--- src/rtl/mvmm_pkg.sv ---
// Shared types and constants for the motion vector magnitude map.
`default_nettype none
package mvmm_pkg;

	localparam int MAX_WIDTH_DEF  = 256;
	localparam int MAX_HEIGHT_DEF = 256;
	localparam int QUEUE_DEPTH    = 2;

	localparam int MAG_W   = 24;
	localparam int FRAME_W = 9;
	// Wide enough for a clip bound of the largest map edge (4096).
	localparam int COORD_W = 13;

	localparam logic [FRAME_W-1:0] FRAME_RESET = 9'd256;

	localparam logic [1:0] KIND_BEGIN  = 2'd0;
	localparam logic [1:0] KIND_VECTOR = 2'd1;
	localparam logic [1:0] KIND_READ   = 2'd2;

	localparam logic REG_FRAME_WIDTH  = 1'b0;
	localparam logic REG_FRAME_HEIGHT = 1'b1;

	typedef enum logic [1:0] {
		OP_NOP,
		OP_CLEAR,
		OP_VECTOR,
		OP_READ
	} op_t;

	typedef struct packed {
		op_t                op;
		logic [MAG_W-1:0]   mag;
		logic [COORD_W-1:0] x0;
		logic [COORD_W-1:0] x1;
		logic [COORD_W-1:0] y0;
		logic [COORD_W-1:0] y1;
	} cmd_t;

	typedef enum logic [2:0] {
		F_IDLE,
		F_SQUARE,
		F_SUM,
		F_ROOT,
		F_DIVIDE,
		F_PUSH
	} front_state_t;

	typedef enum logic [2:0] {
		B_INIT,
		B_IDLE,
		B_CLEAR,
		B_WALK,
		B_DRAIN,
		B_READ,
		B_RDATA
	} back_state_t;

endpackage
`default_nettype wire

--- src/rtl/mvmm_queue.sv ---
// Small command queue between the front end and the map walker.
`default_nettype none
module mvmm_queue #(
	parameter int WIDTH = 8,
	parameter int DEPTH = mvmm_pkg::QUEUE_DEPTH
) (
	input  wire logic             clk,
	input  wire logic             arst_n,
	input  wire logic             push_valid,
	output logic                  push_ready,
	input  wire logic [WIDTH-1:0] push_data,
	output logic                  pop_valid,
	input  wire logic             pop_ready,
	output logic [WIDTH-1:0]      pop_data
);

	localparam int PW = (DEPTH > 1) ? $clog2(DEPTH) : 1;
	localparam int CNTW = $clog2(DEPTH + 1);

	logic [WIDTH-1:0] slot_q [DEPTH];
	logic [PW-1:0]    wr_q, rd_q;
	logic [CNTW-1:0]  count_q;
	logic             do_push, do_pop;

	assign push_ready = (count_q != CNTW'(DEPTH));
	assign pop_valid  = (count_q != '0);
	assign pop_data   = slot_q[rd_q];
	assign do_push    = push_valid && push_ready;
	assign do_pop     = pop_valid && pop_ready;

	always_ff @(posedge clk or negedge arst_n) begin
		if (!arst_n) begin
			wr_q <= '0;
			rd_q <= '0;
			count_q <= '0;
		end else begin
			if (do_push)
				wr_q <= (wr_q == PW'(DEPTH - 1)) ? '0 : wr_q + PW'(1);
			if (do_pop)
				rd_q <= (rd_q == PW'(DEPTH - 1)) ? '0 : rd_q + PW'(1);
			if (do_push && !do_pop)
				count_q <= count_q + CNTW'(1);
			else if (do_pop && !do_push)
				count_q <= count_q - CNTW'(1);
		end
	end

	always_ff @(posedge clk) begin
		if (do_push)
			slot_q[wr_q] <= push_data;
	end

endmodule
`default_nettype wire

--- config.mk ---
export PLATFORM = sky130hd
export DESIGN_NAME = mvmm_queue
export DESIGN_NICKNAME = d
export VERILOG_FILES = /design/src/rtl/mvmm_pkg.sv /design/src/rtl/mvmm_queue.sv
export SDC_FILE = /design/constraint.sdc
export NUM_CORES = 1
export LEC_CHECK = 0
export BUFFER_PORTS_ARGS = -buffer_cell sky130_fd_sc_hd__buf_2
export CORE_ASPECT_RATIO = 1.1
export CORE_UTILIZATION = 52
export CTS_CLUSTER_DIAMETER = 80
export CTS_CLUSTER_SIZE = 16
export DETAILED_ROUTE_END_ITERATION = 10
export PLACE_DENSITY_LB_ADDON = 0.08
export SYNTH_ARGS = -nofsm -noshare
export SYNTH_HDL_FRONTEND = slang
export SYNTH_SLANG_ARGS = --single-unit
export TNS_END_PERCENT = 20
--- constraint.sdc ---
create_clock -name clk -period 3.4 [get_ports clk]
set_clock_uncertainty 0.2 [all_clocks]
set_input_delay 0.51 -clock clk [delete_from_list [all_inputs] [get_ports clk]]
set_output_delay 0.51 -clock clk [all_outputs]
set_load 0.01 [all_outputs]
==> out/results.md <==
| Quantity | Value | Unit |
| --- | --- | --- |
| Fraction of the yosys area taken by sequential cells | 73.77 | % |
| Critical path required time | 2.69 | ns |
| Global-route wire length before repair | 1435 | um |
| Number of top-level pins | 22 | - |
| Number of buffers added by the clock tree synthesis step | 3 | - |
| Number of global-route vias before repair | 344 | - |
| Total of max-cap violations | 0 | - |
| Worst-case vdd ir drop | 454.0 | uV |
| GRT overflow | 0 | - |
| Critical path endpoint category | primary output | - |
| Number of instances resized during post-cts repair | 0 | - |
| Number of buffers inserted by port buffering | 21 | - |
| Synthesized instance count | 43 | - |
| Count of hold-fix buffers inserted at cts | 1 | - |
| Min-delay worst type | primary input to flip-flop | - |
| Deepest clock path buffer count | 2 | - |
| Final design instance area without fill | 953.4 | um2 |
| DR iter-0 viols | 3 | - |
| Pins Over Slew Limit | 0 | - |
| Top cells by area in the synthesized netlist | edfxtp_1, dfrtp_1, mux2_2 | - |
| Achievable frequency | 0.4784 | GHz |
| Fraction of post-synthesis cell area in the top cell type by area | 61.05 | % |
| Number of fill cells in the layout | 94 | - |
| Post-CTS setup repair buffer count | 0 | - |
| Area added between synthesis and finish | 21.14 | % |
| Status | complete, no violations | - |
| Depth of the CTS H-tree | 1 | - |
| Chip width | 39.09 | um |
| Multi-input logic area | 197.7 | um2 |
| RSZ-0062 raised after global routing | no | - |
| Post-Synthesis Mean Instance Area | 18.30 | um2 |
| Cell leakage power | 0.3936 | nW |
| Number of warnings reported in the yosys synthesis log | 0 | - |
| Placeable core region | 1384 | um2 |
| Final period util | 61.48 | % |
| Clock root buffer | clkbuf_4 | - |
| Post-placement worst setup slack | 1.629 | ns |
| Y dimension of the die | 42.80 | um |
| Antenna diode instance count | 0 | - |
| Initial antenna violation count | 0 | - |
| Peak per-stage delay on the critical path | 0.57 | ns |
| Flip-flop and latch count after synthesis | 20 | - |
| HPWL after detailed placement | 705.6 | um |
| Most used cells in the layout excluding fill and tap cells | buf_2, edfxtp_1, mux2_2, dfrtp_1 | - |
| CTS tree | yes | - |
| Clock transition at the register clock pins on the worst setup and hold paths after CTS | 0.10 | ns |
| Number of nets still failing antenna checks after routing | 0 | - |
| Remaining max-slew budget at the tightest pin | 57.71 | % |
| Number of nets in the synthesized netlist | 56 | - |
| Number of vias in the routed layout | 396 | - |
| Number of core rows | 14 | - |
| Total area of sequential cells | 580.6 | um2 |
| Total negative setup slack | 0 | ns |
| Critical path type | flip-flop to primary output | - |
| Detailed-route DRC error count | 0 | - |
| Via-per-instance ratio | 4.714 | - |
| Leading cell type in the layout, fill and taps excluded | buf_2 | - |
| Summed instance area of the synthesized netlist | 787.0 | um2 |
| GRT Total Usage | 12.86 | % |
| Routed wire length per instance | 11.25 | um |
| Fraction of final layout cells sized beyond drive strength 1 | 52.94 | % |
| Crit path launch type | flip-flop | - |
| Clock period minus final worst setup slack | 2.090 | ns |
| Final number of setup-violating endpoints | 0 | - |
| Full die area | 1673 | um2 |
| First-pass iteration count of the detailed router | 4 | - |
| Final WL | 945 | um |
| Worst Setup Slack, final | 1.310 | ns |
| Fin. Hold Viols | 0 | - |
| Maximum fanout along the worst path | 9 | - |
| Pin count of the biggest net entering global routing | 12 | - |
| Pin slew with the least headroom to its limit | 0.6321 | ns |
| Clock network latency to the later pin of the worst-skew pair | 0.29 | ns |
| Number of distinct standard cells referenced by the synthesized netlist | 14 | - |
| Starting Density | 56.87 | % |
| Power Dens Cells | 823.1 | nW/um2 |
| Clock sink total | 20 | - |
| Placement-stage cell area | 907.1 | um2 |
| Critical path cell sequence | mux2_2 > buf_2 | - |
| Arrival time of the worst setup path | 1.38 | ns |
| Placer congestion estimate | 0.6153 | - |
| Synth area leader | edfxtp_1 | - |
| Slowest stage cell, crit path | dfrtp_1 | - |
| Final Net Count | 82 | - |
==> metrics by stage <==
stage | util [%] | hold WS, ns | total power, mW | std cells
2_1_floorplan | - | 0.01441 | 0.5851 | 43
3_3_place_gp | 65.55 | 0.1233 | 0.6610 | 79
3_5_place_dp | 65.55 | 0.1219 | 0.6640 | 79
4_1_cts | 68.90 | 0.2016 | 0.7944 | 84
5_1_grt | 68.90 | 0.1944 | 0.8358 | 84
6_report | 68.90 | 0.2060 | 0.7847 | 84
==> final timing paths <==
kind / end / start / slack [ns] / cells after the start
worst max-delay path: pop_data[3] / rd_q / 1.31 / 2
worst min-delay path: slot_q[0][2] / push_data[2] / 0.21 / 1
worst max register to register: slot_q[0][4] / count_q[0] / 1.66 / 3
worst min register to register: wr_q / wr_q / 0.30 / 1
max in group asynchronous: count_q[1] / arst_n / 2.55 / 2
min in group asynchronous: rd_q / arst_n / 0.34 / 2
==> cells by family after synthesis <==
kind of cell / after synthesis / synth area share (%)
buf+inv: 2 / 1.112
xor+xnor: 5 / 5.565
flops: 20 / 73.77
fa+ha+maj: 1 / 1.590
mux: 8 / 11.45
simple gates: 7 / 6.518
==> layout make-up <==
cell class | count | area share [%]
sequential | 20 | 60.89
multi-input combinational | 21 | 20.73
timing repair buffer | 22 | 12.07
clock buffer | 4 | 3.806
tap | 16 | 2.100
inverter | 1 | 0.3937
==> where the power goes <==
part           total, mW  leakage, nW  switching [mW]  internal [mW]
combinational      0.263        0.177           0.119          0.144
sequential         0.393        0.195          0.0501          0.343
clock              0.129       0.0210          0.0636         0.0651
==> critical path, delay by kind of cell (launching register included) <==
| family | cells | cell delay (ns) |
|---|---|---|
| mux | 1 | 0.38 |
| buf+inv | 1 | 0.14 |
| flops | 1 | 0.57 |
==> registers in the layout, indices dropped and copies added (netlist names) <==
register / count
count_q: 2
rd_q: 1
slot_q: 16
wr_q: 1
==> per-layer routing <==
| layer | part of all wire, % | global-route usage [%] | up-vias |
|---|---|---|---|
| met2 | 50 | 21.33 | 14 |
| met3 | 4.9 | 3.141 | 0 |
| met5 | 0 | 0 | - |
| li1 | - | - | 205 |
| met1 | 45 | 17.36 | 177 |
| met4 | 0 | 2.069 | 0 |
==> Yosys cell counts <==
master	number
dfrtp_1	4
nor2_1	2
xnor2_1	3
xor2_1	2
or2_4	1
edfxtp_1	16
inv_1	1
ha_1	1
nand2b_4	1
buf_2	1
mux2_2	8
nand2_1	1
and3_1	1
nand2_4	1
(Power assumes the default switching activity.)
