## config.mk

```make
export PLATFORM = sky130hd
export DESIGN_NAME = mvmm_front
export DESIGN_NICKNAME = d
export VERILOG_FILES = /design/src/rtl/mvmm_pkg.sv /design/src/rtl/mvmm_front.sv
export SDC_FILE = /design/constraint.sdc
export NUM_CORES = 2
export LEC_CHECK = 0
export ABC_AREA = 0
export BUFFER_PORTS_ARGS = -buffer_cell sky130_fd_sc_hd__buf_4
export CAP_MARGIN = 20
export CORE_MARGIN = 1
export CORE_UTILIZATION = 50
export CTS_BUF_LIST = sky130_fd_sc_hd__clkbuf_2
export DETAILED_ROUTE_END_ITERATION = 10
export MAX_ROUTING_LAYER = met4
export PLACE_DENSITY_LB_ADDON = 0.1
export SETUP_SLACK_MARGIN = 0.1
export SLEW_MARGIN = 20
export SYNTH_ARGS = -nofsm -noshare
export SYNTH_HDL_FRONTEND = slang
export SYNTH_SLANG_ARGS = --single-unit
```

## constraint.sdc

```tcl
create_clock -name clk -period 8.05 [get_ports clk]
set_clock_uncertainty 0.1 [all_clocks]
set_input_delay 0.4025 -clock clk [delete_from_list [all_inputs] [get_ports clk]]
set_output_delay 0.4025 -clock clk [all_outputs]
set_load 0.02 [all_outputs]
```

## src/rtl/mvmm_pkg.sv

```systemverilog
// Shared types and constants for the motion vector magnitude map.
`default_nettype none
package mvmm_pkg;

	localparam int MAX_WIDTH_DEF  = 256;
	localparam int MAX_HEIGHT_DEF = 256;
	localparam int QUEUE_DEPTH    = 2;

	localparam int MAG_W   = 24;
	localparam int FRAME_W = 9;
	// Wide enough for a clip bound of the largest map edge (4096).
	localparam int COORD_W = 13;

	localparam logic [FRAME_W-1:0] FRAME_RESET = 9'd256;

	localparam logic [1:0] KIND_BEGIN  = 2'd0;
	localparam logic [1:0] KIND_VECTOR = 2'd1;
	localparam logic [1:0] KIND_READ   = 2'd2;

	localparam logic REG_FRAME_WIDTH  = 1'b0;
	localparam logic REG_FRAME_HEIGHT = 1'b1;

	typedef enum logic [1:0] {
		OP_NOP,
		OP_CLEAR,
		OP_VECTOR,
		OP_READ
	} op_t;

	typedef struct packed {
		op_t                op;
		logic [MAG_W-1:0]   mag;
		logic [COORD_W-1:0] x0;
		logic [COORD_W-1:0] x1;
		logic [COORD_W-1:0] y0;
		logic [COORD_W-1:0] y1;
	} cmd_t;

	typedef enum logic [2:0] {
		F_IDLE,
		F_SQUARE,
		F_SUM,
		F_ROOT,
		F_DIVIDE,
		F_PUSH
	} front_state_t;

	typedef enum logic [2:0] {
		B_INIT,
		B_IDLE,
		B_CLEAR,
		B_WALK,
		B_DRAIN,
		B_READ,
		B_RDATA
	} back_state_t;

endpackage
`default_nettype wire

```

## src/rtl/mvmm_front.sv

```systemverilog
// Front end: accepts items, clips blocks and works out the vector magnitude over vec_div.
`default_nettype none
module mvmm_front #(
	parameter int MAX_WIDTH  = mvmm_pkg::MAX_WIDTH_DEF,
	parameter int MAX_HEIGHT = mvmm_pkg::MAX_HEIGHT_DEF
) (
	input  wire logic                              clk,
	input  wire logic                              arst_n,
	input  wire logic                              in_valid,
	output logic                                   in_ready,
	input  wire logic [1:0]                        kind,
	input  wire logic signed [15:0]                vec_dx,
	input  wire logic signed [15:0]                vec_dy,
	input  wire logic [15:0]                       vec_div,
	input  wire logic signed [15:0]                block_x,
	input  wire logic signed [15:0]                block_y,
	input  wire logic [7:0]                        block_w,
	input  wire logic [7:0]                        block_h,
	input  wire logic [7:0]                        read_x,
	input  wire logic [7:0]                        read_y,
	input  wire logic [mvmm_pkg::FRAME_W-1:0]      frame_width,
	input  wire logic [mvmm_pkg::FRAME_W-1:0]      frame_height,
	input  wire logic                              init_done,
	output logic                                   cmd_valid,
	input  wire logic                              cmd_ready,
	output mvmm_pkg::cmd_t                         cmd
);

	localparam int CW = mvmm_pkg::COORD_W;

	mvmm_pkg::front_state_t state_q, state_d;

	logic [CW-1:0]        w_eff, h_eff;
	logic signed [17:0]   bx_e, by_e, bend_x, bend_y, w_s, h_s;
	logic signed [17:0]   x0_c, x1_c, y0_c, y1_c;
	logic                 clip_ok, in_map, accept;
	logic [15:0]          abs_x, abs_y;

	logic [15:0]          ax_q, ay_q, scale_q;
	logic [31:0]          px_q, py_q;
	logic [47:0]          rad_q;
	logic [25:0]          rem_q, rem_n, trial;
	logic [23:0]          root_q;
	logic [16:0]          drem_q, dr;
	logic [4:0]           cnt_q;
	mvmm_pkg::cmd_t       cmd_q;

	always_comb begin
		w_eff = (CW'(frame_width) < CW'(MAX_WIDTH)) ? CW'(frame_width) : CW'(MAX_WIDTH);
		h_eff = (CW'(frame_height) < CW'(MAX_HEIGHT)) ? CW'(frame_height) : CW'(MAX_HEIGHT);
		w_s = $signed(18'(w_eff));
		h_s = $signed(18'(h_eff));
		bx_e = $signed({{2{block_x[15]}}, block_x});
		by_e = $signed({{2{block_y[15]}}, block_y});
		bend_x = bx_e + $signed(18'(block_w));
		bend_y = by_e + $signed(18'(block_h));
		x0_c = (bx_e > 18'sd0) ? bx_e : 18'sd0;
		y0_c = (by_e > 18'sd0) ? by_e : 18'sd0;
		x1_c = (bend_x < w_s) ? bend_x : w_s;
		y1_c = (bend_y < h_s) ? bend_y : h_s;
		clip_ok = (x1_c > x0_c) && (y1_c > y0_c);
		in_map = (CW'(read_x) < CW'(MAX_WIDTH)) && (CW'(read_y) < CW'(MAX_HEIGHT));
		abs_x = vec_dx[15] ? 16'(~vec_dx + 16'sd1) : vec_dx;
		abs_y = vec_dy[15] ? 16'(~vec_dy + 16'sd1) : vec_dy;
		rem_n = {rem_q[23:0], rad_q[47:46]};
		trial = {root_q, 2'b01};
		dr = {drem_q[15:0], root_q[23]};
	end

	always_comb begin
		state_d = state_q;
		in_ready = (state_q == mvmm_pkg::F_IDLE) && init_done;
		cmd_valid = (state_q == mvmm_pkg::F_PUSH);
		accept = in_valid && in_ready;
		cmd = cmd_q;
		cmd.mag = root_q;
		case (state_q)
			mvmm_pkg::F_IDLE: begin
				if (accept) begin
					if (kind == mvmm_pkg::KIND_VECTOR && vec_div != 16'd0 && clip_ok)
						state_d = mvmm_pkg::F_SQUARE;
					else
						state_d = mvmm_pkg::F_PUSH;
				end
			end
			mvmm_pkg::F_SQUARE: state_d = mvmm_pkg::F_SUM;
			mvmm_pkg::F_SUM:    state_d = mvmm_pkg::F_ROOT;
			mvmm_pkg::F_ROOT: begin
				if (cnt_q == 5'd0)
					state_d = mvmm_pkg::F_DIVIDE;
			end
			mvmm_pkg::F_DIVIDE: begin
				if (cnt_q == 5'd0)
					state_d = mvmm_pkg::F_PUSH;
			end
			mvmm_pkg::F_PUSH: begin
				if (cmd_ready)
					state_d = mvmm_pkg::F_IDLE;
			end
			default: state_d = mvmm_pkg::F_IDLE;
		endcase
	end

	always_ff @(posedge clk or negedge arst_n) begin
		if (!arst_n)
			state_q <= mvmm_pkg::F_IDLE;
		else
			state_q <= state_d;
	end

	always_ff @(posedge clk) begin
		case (state_q)
			mvmm_pkg::F_IDLE: begin
				if (accept) begin
					ax_q <= abs_x;
					ay_q <= abs_y;
					scale_q <= vec_div;
					cmd_q.mag <= '0;
					case (kind)
						mvmm_pkg::KIND_BEGIN: begin
							cmd_q.op <= mvmm_pkg::OP_CLEAR;
						end
						mvmm_pkg::KIND_VECTOR: begin
							cmd_q.op <= (vec_div != 16'd0 && clip_ok) ?
								mvmm_pkg::OP_VECTOR : mvmm_pkg::OP_NOP;
						end
						mvmm_pkg::KIND_READ: begin
							cmd_q.op <= in_map ? mvmm_pkg::OP_READ : mvmm_pkg::OP_NOP;
						end
						default: cmd_q.op <= mvmm_pkg::OP_NOP;
					endcase
					if (kind == mvmm_pkg::KIND_READ) begin
						cmd_q.x0 <= CW'(read_x);
						cmd_q.y0 <= CW'(read_y);
					end else begin
						cmd_q.x0 <= x0_c[CW-1:0];
						cmd_q.y0 <= y0_c[CW-1:0];
					end
					cmd_q.x1 <= x1_c[CW-1:0];
					cmd_q.y1 <= y1_c[CW-1:0];
				end
			end
			mvmm_pkg::F_SQUARE: begin
				px_q <= 32'(ax_q) * 32'(ax_q);
				py_q <= 32'(ay_q) * 32'(ay_q);
			end
			mvmm_pkg::F_SUM: begin
				rad_q <= {px_q + py_q, 16'd0};
				rem_q <= '0;
				root_q <= '0;
				cnt_q <= 5'd23;
			end
			mvmm_pkg::F_ROOT: begin
				// one result bit per cycle, two radicand bits brought down
				if (rem_n >= trial) begin
					rem_q <= rem_n - trial;
					root_q <= {root_q[22:0], 1'b1};
				end else begin
					rem_q <= rem_n;
					root_q <= {root_q[22:0], 1'b0};
				end
				rad_q <= {rad_q[45:0], 2'b00};
				drem_q <= '0;
				cnt_q <= (cnt_q == 5'd0) ? 5'd23 : cnt_q - 5'd1;
			end
			mvmm_pkg::F_DIVIDE: begin
				// restoring division, quotient shifts in behind the dividend
				if (dr >= {1'b0, scale_q}) begin
					drem_q <= dr - {1'b0, scale_q};
					root_q <= {root_q[22:0], 1'b1};
				end else begin
					drem_q <= dr;
					root_q <= {root_q[22:0], 1'b0};
				end
				cnt_q <= cnt_q - 5'd1;
			end
			default: ;
		endcase
	end

endmodule
`default_nettype wire

```

==> impl_metrics.ini <==
[run_status]
status = completed

[clocking]
cts_root_buf = clkbuf_2
cts_resized = 0
clk_pin_slew_ps = 100
clock_path_buffers = 3
clk_latency_ps = 1070
cts_buffers = 80
cts_tree = done
clock-sinks = 268
htreeDepth = 3

[finish]
area_delta_synth_final_pct = 18.6
seqCellArea_um2 = 8030
postLayoutCoreUtil_pct = 60.0
stdcell_area_um2 = 36300
nets = 4421
n_fill_cell = 5195
multi_input_area_um2 = 20300
layout-drive-gt1-share_pct = 10.8

[synthesis]
synth_compound_gate_area_share_pct = 10.9
synth_top_family_by_area = adder cells
synthSimpleGateAreaFrac_pct = 13.9
synth-seq-cells = 268
yosysUniqueCellTypes = 92
async_flop_share_pct = 1.12
yosysWarnings = 0
ys_seq_area_share_pct = 26.2
synthXorXnorAreaFrac_pct = 4.83
synthesis.area_um2 = 30600
ys.flop_type = edfxtp_1
synth_edf_count = 265
syn_inst = 3133
synthMuxAreaShare_pct = 1.45
synth_fa_ha_area_share_pct = 35.2
synth.avg_cell_area_um2 = 9.77

[global_route]
use_met3_pct = 4.66
track_usage_pct = 25.5
grt_pass1_wl_mm = 125
met1_usage_pct = 30.0
use_met2_pct = 44.0
grt_max_degree = 67
grt_pass1_vias = 25800
busiest_layer = met2
antenna_found_initial = 4
grt_remaining_overflow = 0

[die]
die_area_um2 = 62200
die_height_um = 249
ioPinCount = 217
die_width_um = 249
core_area_um2 = 60500
rows = 90
initial_core_util_pct = 50.6

[sta]
hold_violations = 0
relSlewSlack_pct = 26.3
worst_pin_slew_ps = 1110
fin_crit_sh_pct = 91.8
fin_setup_tns_ps = 0
slew_violations = 0
setup_ws_ps = 662
setup_viol = 0
fin_crit_ps = 7390
rsz0062_at_grt = false
timing.fmax_ghz = 0.135

[critical_path]
setup.worst_path.start_class = primary input
crit_top_cell = dlygate4sd3_1
cp.arrival_ps = 8230
cp_max_fo = 15
slowest_delay_ps = 660
critPathCaptureType = flip-flop
critPathKind = primary input to flip-flop
cp_data_required_time_ps = 8890
crit_path_top_delay_cell = ha_1

[power_and_ir_drop]
switchingPower_uw = 2770
ir_worst_vdd_v = 0.000138
swShare_pct = 41.5
seqPwrFrac_pct = 32.7
combinationalPowerShare_pct = 51.0
powerDensity_nw_per_um2 = 184
leakagePower_uw = 0.0171
internal_power_uw = 3900
power.share.clock_pct = 16.3

[placed_design]
hpwlAfterDp_mm = 56.1
globalplace.congestion = 0.916
placed_cell_area_um2 = 33000
port_buffers = 216
dpl_worst_slack_ps = 1170

[hold_path]
hold_class = primary input to flip-flop

[job]
maxCapViolations = 0

[drt]
vias = 24000
firstDrtPassIters = 5
vias_per_cell = 5.37
drc = 0
drt-total-wl_mm = 74.7
ant_nets = 0
drtIter0Drc = 1014
post_drt_wl_per_cell_um = 16.7
==> logic make-up after synthesis <==
group,after synthesis
DFF,268
other,1
AOI/OAI and AO/OA,506
adders and majority gates,663
muxes,43
buffers and inverters,603
xor gates and xnor gates,169
and+or+nand+nor,880
==> cells in the final DEF, fill, tap and decap left out, types with 10 or more instances in the layout <==
master           n
a211o_1         10
nor4_1          19
o211ai_1        11
o21bai_1        17
inv_1          519
xor2_1          46
o21a_1          22
o31ai_1         17
or3_1           18
clkinv_1        17
buf_4          229
a21o_1          46
a211oi_1        32
o21ai_1         21
or2_2           11
ha_1           331
clkbuf_2       112
nand2b_1        31
nand2_1        268
nor3_1          37
mux2_2          11
o21ai_0        102
edfxtp_1       265
and2_1         137
xnor2_1        123
nor2_1         225
nand3_1         33
a21oi_1        129
nand4_1         23
a31oi_1         15
dlygate4sd3_1  256
mux2i_1         32
nor2b_1         34
fa_1           331
==> final cells by class <==
type	count	share of cell area [%]
repair buffers	485	11.8
flip-flops and latches	268	22.1
well taps	782	2.70
diodes	2	0.0138
clock inverters	28	0.389
inverters	522	5.40
multi-input cells	2265	56.0
clock buffers	112	1.54
==> critical path, delay by kind of cell <==
kind                       cells  cell delay [ps]
xor gates and xnor gates       1              210
buffers and inverters          9             3110
and+or+nand+nor                5              990
AOI/OAI and AO/OA             11             1940
adders and majority gates      4             1560
==> routing by layer <==
metal  part of all wire, %  up-vias
li1                      -    11500
met1                    42    11700
met2                    51      553
met3                   5.0      150
met4                   2.6        0
met5                     0        -
==> power groups by stage <==
stage	Combinational, uW	Sequential [uW]	Clock, uW
floorplan	2470	2230	0
global placement	3210	2200	0
detailed placement	3280	2210	0
CTS	3420	2180	1130
finish	3400	2180	1090
global route	3830	2210	1190
==> synth_stat cells (9+ instances only) <==
cell	count	area, um^2
o21ai_1	22	110
o21a_1	22	165
o31a_1	9	78.8
a31oi_1	15	93.8
edfxtp_1	265	7960
or2_2	11	68.8
nand4_1	23	144
fa_1	331	6630
a211o_1	10	87.6
nand3_1	33	165
mux2_2	11	124
clkbuf_1	71	267
or3_1	18	113
nor2_1	226	848
a211oi_1	32	240
xnor2_1	123	1080
o21ai_0	102	510
a21o_1	46	345
and3_1	9	56.3
and2_1	137	857
o211ai_1	11	82.6
ha_1	331	4140
nor2b_1	36	225
a21oi_1	129	646
nor3_1	37	185
o31ai_1	17	128
nand2b_1	31	194
nor4_1	19	119
mux2i_1	32	320
xor2_1	46	403
inv_1	520	1950
o21bai_1	17	128
nand2_1	268	1010
==> per-stage QoR <==
stage	std cells	power, uW	hold slack [ps]
global route	4464	7230	71.4
finish	4464	6670	143
global placement	4066	5420	93.6
CTS	4462	6730	0.431
floorplan	3136	4690	6.91
detailed placement	4066	5490	98.2
==> worst paths after layout <==
check                      cells past startpoint  slack (ps)          to        from
setup reg to reg                              21        1050    px_q[31]     ax_q[9]
hold reg to reg                                2         420   rad_q[21]   rad_q[19]
hold / removal                                 3         140    ay_q[14]  vec_dy[14]
min in group asynchronous                      4         670  state_q[1]      arst_n
setup / recovery                              30         660  state_q[2]  block_w[0]
max in group asynchronous                      4        7020  state_q[0]      arst_n
==> state kept, by name, indices dropped and copies added, names as in the netlist <==
| register | flops |
|---|---|
| cnt_q | 5 |
| rem_q | 24 |
| ax_q | 16 |
| state_q | 3 |
| root_q | 24 |
| py_q | 31 |
| px_q | 31 |
| ay_q | 16 |
| rad_q | 32 |
| drem_q | 16 |
| scale_q | 16 |
| cmd | 54 |
==> what timing repair did <==
item,4_1_cts,5_1_grt
setup buffers,0,0
hold endpoints to repair,143,0
hold buffers,256,0
(Power assumes the default switching activity.)
